### src/design/stbs_pkg.sv
// Shared types and constants for the sorted-table binary search unit.
// Used by the controller, the datapath and the top level; depends on nothing.
`default_nettype none

package stbs_pkg;

  localparam int DEFAULT_TABLE_DEPTH = 1024;

  localparam int VALUE_W  = 32;
  localparam int REQ_W    = 2;
  localparam int OUT_IDX_W = 10;
  localparam int OUT_CNT_W = 11;
  localparam int OUT_DATA_W = 24;

  // Request codes carried on the input tuser.
  localparam logic [REQ_W-1:0] REQ_CLEAR  = 2'd0;
  localparam logic [REQ_W-1:0] REQ_APPEND = 2'd1;
  localparam logic [REQ_W-1:0] REQ_SEARCH = 2'd2;

  typedef enum logic [1:0] {
    ST_IDLE,
    ST_PROBE,
    ST_COMPARE,
    ST_FINISH
  } ctrl_state_t;

  // Controller to datapath.
  typedef struct packed {
    logic take_req;
    logic issue_read;
    logic do_compare;
    logic publish;
  } ctrl_cmd_t;

  // Datapath to controller.
  typedef struct packed {
    logic window_empty;
    logic key_hit;
    logic out_busy;
  } dp_status_t;

endpackage

`default_nettype wire

### src/design/stbs_ctrl.sv
// Controller state machine of the sorted-table binary search unit.
// Sequences request intake, probe reads, compares and result hand-off; uses stbs_pkg.
`default_nettype none

module stbs_ctrl (
  input  wire logic                         clk,
  input  wire logic                         rst_n,
  input  wire logic                         in_tvalid,
  output logic                              in_tready,
  input  wire logic [stbs_pkg::REQ_W-1:0]   req_type,
  input  wire logic                         out_tready,
  input  wire stbs_pkg::dp_status_t         status,
  output stbs_pkg::ctrl_cmd_t               cmd
);

  stbs_pkg::ctrl_state_t state_r;
  stbs_pkg::ctrl_state_t state_nxt;

  always_ff @(posedge clk) begin
    if (!rst_n) begin
      state_r <= stbs_pkg::ST_IDLE;
    end else begin
      state_r <= state_nxt;
    end
  end

  always_comb begin
    state_nxt  = state_r;
    in_tready  = 1'b0;
    cmd        = '0;
    unique case (state_r)
      stbs_pkg::ST_IDLE: begin
        in_tready = 1'b1;
        if (in_tvalid) begin
          cmd.take_req = 1'b1;
          if (req_type == stbs_pkg::REQ_SEARCH) begin
            state_nxt = stbs_pkg::ST_PROBE;
          end else begin
            state_nxt = stbs_pkg::ST_FINISH;
          end
        end
      end
      stbs_pkg::ST_PROBE: begin
        if (status.window_empty) begin
          state_nxt = stbs_pkg::ST_FINISH;
        end else begin
          cmd.issue_read = 1'b1;
          state_nxt      = stbs_pkg::ST_COMPARE;
        end
      end
      stbs_pkg::ST_COMPARE: begin
        cmd.do_compare = 1'b1;
        if (status.key_hit) begin
          state_nxt = stbs_pkg::ST_FINISH;
        end else begin
          state_nxt = stbs_pkg::ST_PROBE;
        end
      end
      stbs_pkg::ST_FINISH: begin
        // The result register is free, or its transfer completes this cycle.
        if (!status.out_busy || out_tready) begin
          cmd.publish = 1'b1;
          state_nxt   = stbs_pkg::ST_IDLE;
        end
      end
      default: begin
        state_nxt = stbs_pkg::ST_IDLE;
      end
    endcase
  end

endmodule

`default_nettype wire

### config.mk
export PLATFORM = sky130hd
export DESIGN_NAME = stbs_ctrl
export DESIGN_NICKNAME = d
export VERILOG_FILES = /design/src/design/stbs_pkg.sv /design/src/design/stbs_ctrl.sv
export SDC_FILE = /design/constraint.sdc
export NUM_CORES = 1
export LEC_CHECK = 0
export BUFFER_PORTS_ARGS = -buffer_cell sky130_fd_sc_hd__buf_4
export CAP_MARGIN = 5
export CORE_AREA = 2 2 39 41
export DETAILED_ROUTE_END_ITERATION = 16
export DIE_AREA = 0 0 41 43
export PLACE_DENSITY = 0.35
export REMOVE_ABC_BUFFERS = 1
export SETUP_SLACK_MARGIN = 0.1
export SLEW_MARGIN = 20
export SYNTH_ARGS = -nofsm -noshare
export SYNTH_HDL_FRONTEND = slang
export SYNTH_SLANG_ARGS = --single-unit
### constraint.sdc
create_clock -name clk -period 1.1 [get_ports clk]
set_input_delay 0.055 -clock clk [delete_from_list [all_inputs] [get_ports clk]]
set_output_delay 0.055 -clock clk [all_outputs]
set_load 0.02 [all_outputs]
==> out/qor.yml <==
outcome: "finished, final reports clean"
crit_buf_inv: 1
start_util_pct: 9.13
synthesis_stage_register_bit_count: 2
cp_max_fo: 6
ant_nets: 0
end_kind: "output port"
detailed_route_wl_microns: 490
biggestRegsByFlops: "state_r (2)"
die_height_microns: 43
critPathTopFamily: "flip-flops"
timing.max_slew.rel_slack_pct: 85.7
antenna-diode-count: 0
largest_register_ffs: 2
synth.avg_cell_area_sq_um: 7.43
finish.net_count: 45
reg2reg_from: "state_r[0]"
muxShareOfSynthArea_pct: 0
clock_sinks: 2
rsz0062_at_grt: "true"
cts-root-to-sink-buffers: 2
mostFrequentLayoutCells: "12 x sky130_fd_sc_hd__buf_4, 3 x sky130_fd_sc_hd__clkbuf_4"
worst_slew_pin_slew_ns: 0.214
cts_tree: "yes"
gp_congestion: 0.663
ir_drop_mv: 0.346
maxClockFrequency_ghz: 1.01
clkLatencyLatePin_ns: 0.22
drive_gt1_share_pct: 70.6
timing_max_transition_violations_final: 0
registers.top_by_ff_count: "state_r"
cts.root.buffer_cell: "sky130_fd_sc_hd__clkbuf_4"
timing.max_cap.violations: 0
largest_net_degree_at_the_start_of_global_routing: 8
highest_layer_used_for_signal_routing: "met3"
yosysWarnings: 0
slowest_delay_ns: 0.37
whs_path_depth: 3
grt_first_pass_wirelength_microns: 862
power_per_cell_area_nw_per_um2: 1320
wl_met2_microns: 201
critical_path.startpoint_type: "flip-flop"
wl_met3_microns: 65
syn_inst: 17
period_needed_ns: 0.995
drc_errors: 0
floorplan.die.width_microns: 41
synth-adder-area-share_pct: 0
synth_compound_gate_area_share_pct: 17.8
grt_antenna_before_repair: 0
globalRouteOverflowTotal: 0
dr.pass1.iters: 2
register_to_register_path_setup_slack_ns: 0.16
gr-usage-all-layers_pct: 7.52
routed_wire_length_per_instance_microns: 9.80
cts-buffers-inserted: 3
hold_viol_final: 0
critical_path.reg2reg.endpoint: "state_r[0]"
timing.critical_path.slowest_stage_cell: "sky130_fd_sc_hd__dfxtp_4"
nFillCells: 160
area_growth_syn_to_layout_pct: 143
crit_arrival_ns: 0.94
via_count_of_the_routed_design: 187
multi_input_comb_area_sq_um: 104
worstSetupPathType: "flip-flop to output port"
synth_top_family_by_area: "simple AND/OR/NAND/NOR gates"
clk_transition_reported_paths_ns: 0.03
min_from: "status[2]"
timing.final.crit_share_pct: 90.5
netlist_area_sq_um: 126
whs_endpoint: "state_r[0]"
area_of_the_core_region_sq_um: 1380
hold_path.class: "primary input to flip-flop"
die_area_sq_um: 1760
post_synth_num_cell_types: 12
core.rowCount: 14
clock_skew_ns: 0.000809
crit_path_cell_trace: "and2b_2 -> buf_6"
drt_first_iter_violations: 2
post_synth_and_or_nand_nor_area_fraction_pct: 50.5
crit_required_ns: 1.04
routedLengthMet1_microns: 223
ys_seq_area_share_pct: 31.7
p_leak_nw: 0.140
io_pins: 14
regArea_sq_um: 47.5
layout.cells.most_common: "sky130_fd_sc_hd__buf_4"
hpwlAfterDp_microns: 398
routed_via_density: 3.74
numPortBuffers: 13
ctsHtreeMaxLevel: 1
reg2reg_depth: 4
whs_ns: 0.128
grt_pass1_vias: 211
report.final.setup_viol: 0
total_negative_slack_ns: 0
synth_xor_xnor_area_share_pct: 0
==> per-stage QoR <==
stage | power [mW] | utilization [%] | instances | setup WS (ns) | instance area, sq um
floorplan | 0.156 | - | 17 | 0.0882 | 126
global placement | 0.217 | 17.6 | 46 | 0.234 | 244
detailed placement | 0.218 | 17.6 | 46 | 0.213 | 244
CTS | 0.406 | 21.6 | 50 | 0.0819 | 299
global route | 0.449 | 22.2 | 50 | 0.0564 | 307
finish | 0.404 | 22.2 | 50 | 0.105 | 307
==> Yosys cell counts <==
cell type / number / share of area (%)
sky130_fd_sc_hd__and2b_2: 1 / 6.9
sky130_fd_sc_hd__dfxtp_1: 2 / 32
sky130_fd_sc_hd__nand3b_1: 1 / 5.9
sky130_fd_sc_hd__nand2_1: 1 / 3.0
sky130_fd_sc_hd__a21oi_1: 2 / 7.9
sky130_fd_sc_hd__a211oi_1: 1 / 5.9
sky130_fd_sc_hd__nor2_1: 3 / 8.9
sky130_fd_sc_hd__nand2b_1: 1 / 5.0
sky130_fd_sc_hd__o21ai_1: 1 / 4.0
sky130_fd_sc_hd__nor2b_1: 2 / 9.9
sky130_fd_sc_hd__nor3b_1: 1 / 5.9
sky130_fd_sc_hd__and2_1: 1 / 5.0
==> cell families after synthesis <==
| logic type | count (synthesis) |
|---|---|
| compound gates | 4 |
| flops | 2 |
| simple gates | 11 |
==> worst reg2reg max path: stages, from the launching register on <==
cell and delay, ns:
sky130_fd_sc_hd__dfxtp_4 0.37, sky130_fd_sc_hd__buf_4 0.12, sky130_fd_sc_hd__nor2b_1 0.04, sky130_fd_sc_hd__a211oi_1 0.23, sky130_fd_sc_hd__nor2_1 0.07
==> final cells by class <==
type,count,share of cell area [%]
clock buffer,3,7.35
timing repair buffer,14,36.7
sequential,2,15.5
multi-input combinational,15,33.9
tap,16,6.53
==> routing by layer <==
layer,vias to the layer above,track usage [%]
li1,93,-
met1,80,8.97
met2,14,9.38
met3,0,4.19
met4,0,6.00
met5,-,0
==> report_power, final <==
group,switching [mW],leakage [nW],internal [mW]
sequential,0.0211,0.0178,0.0849
combinational,0.0602,0.108,0.0829
clock,0.0351,0.0138,0.120
total,0.116,0.140,0.287
==> worst max-delay path by stage <==
| stage | start | to | slack (ns) | depth (start not counted) |
|---|---|---|---|---|
| detailed placement | state_r[1] | state_r[0] | 0.21 | 3 |
| finish | state_r[0] | cmd[1] | 0.11 | 2 |
| global placement | state_r[1] | state_r[0] | 0.23 | 3 |
| CTS | state_r[0] | cmd[3] | 0.08 | 3 |
| floorplan | state_r[1] | cmd[3] | 0.09 | 2 |
| global route | state_r[0] | cmd[3] | 0.06 | 3 |
==> timing repair <==
item,4_1_cts,5_1_grt
endpoints found under the hold margin,0,0
hold buffers,0,0
buffers inserted,1,0
setup endpoints to repair,4,4
gates resized for setup,9,2
pin swaps,1,1
No activity file was read; power rests on OpenSTA's default activity.
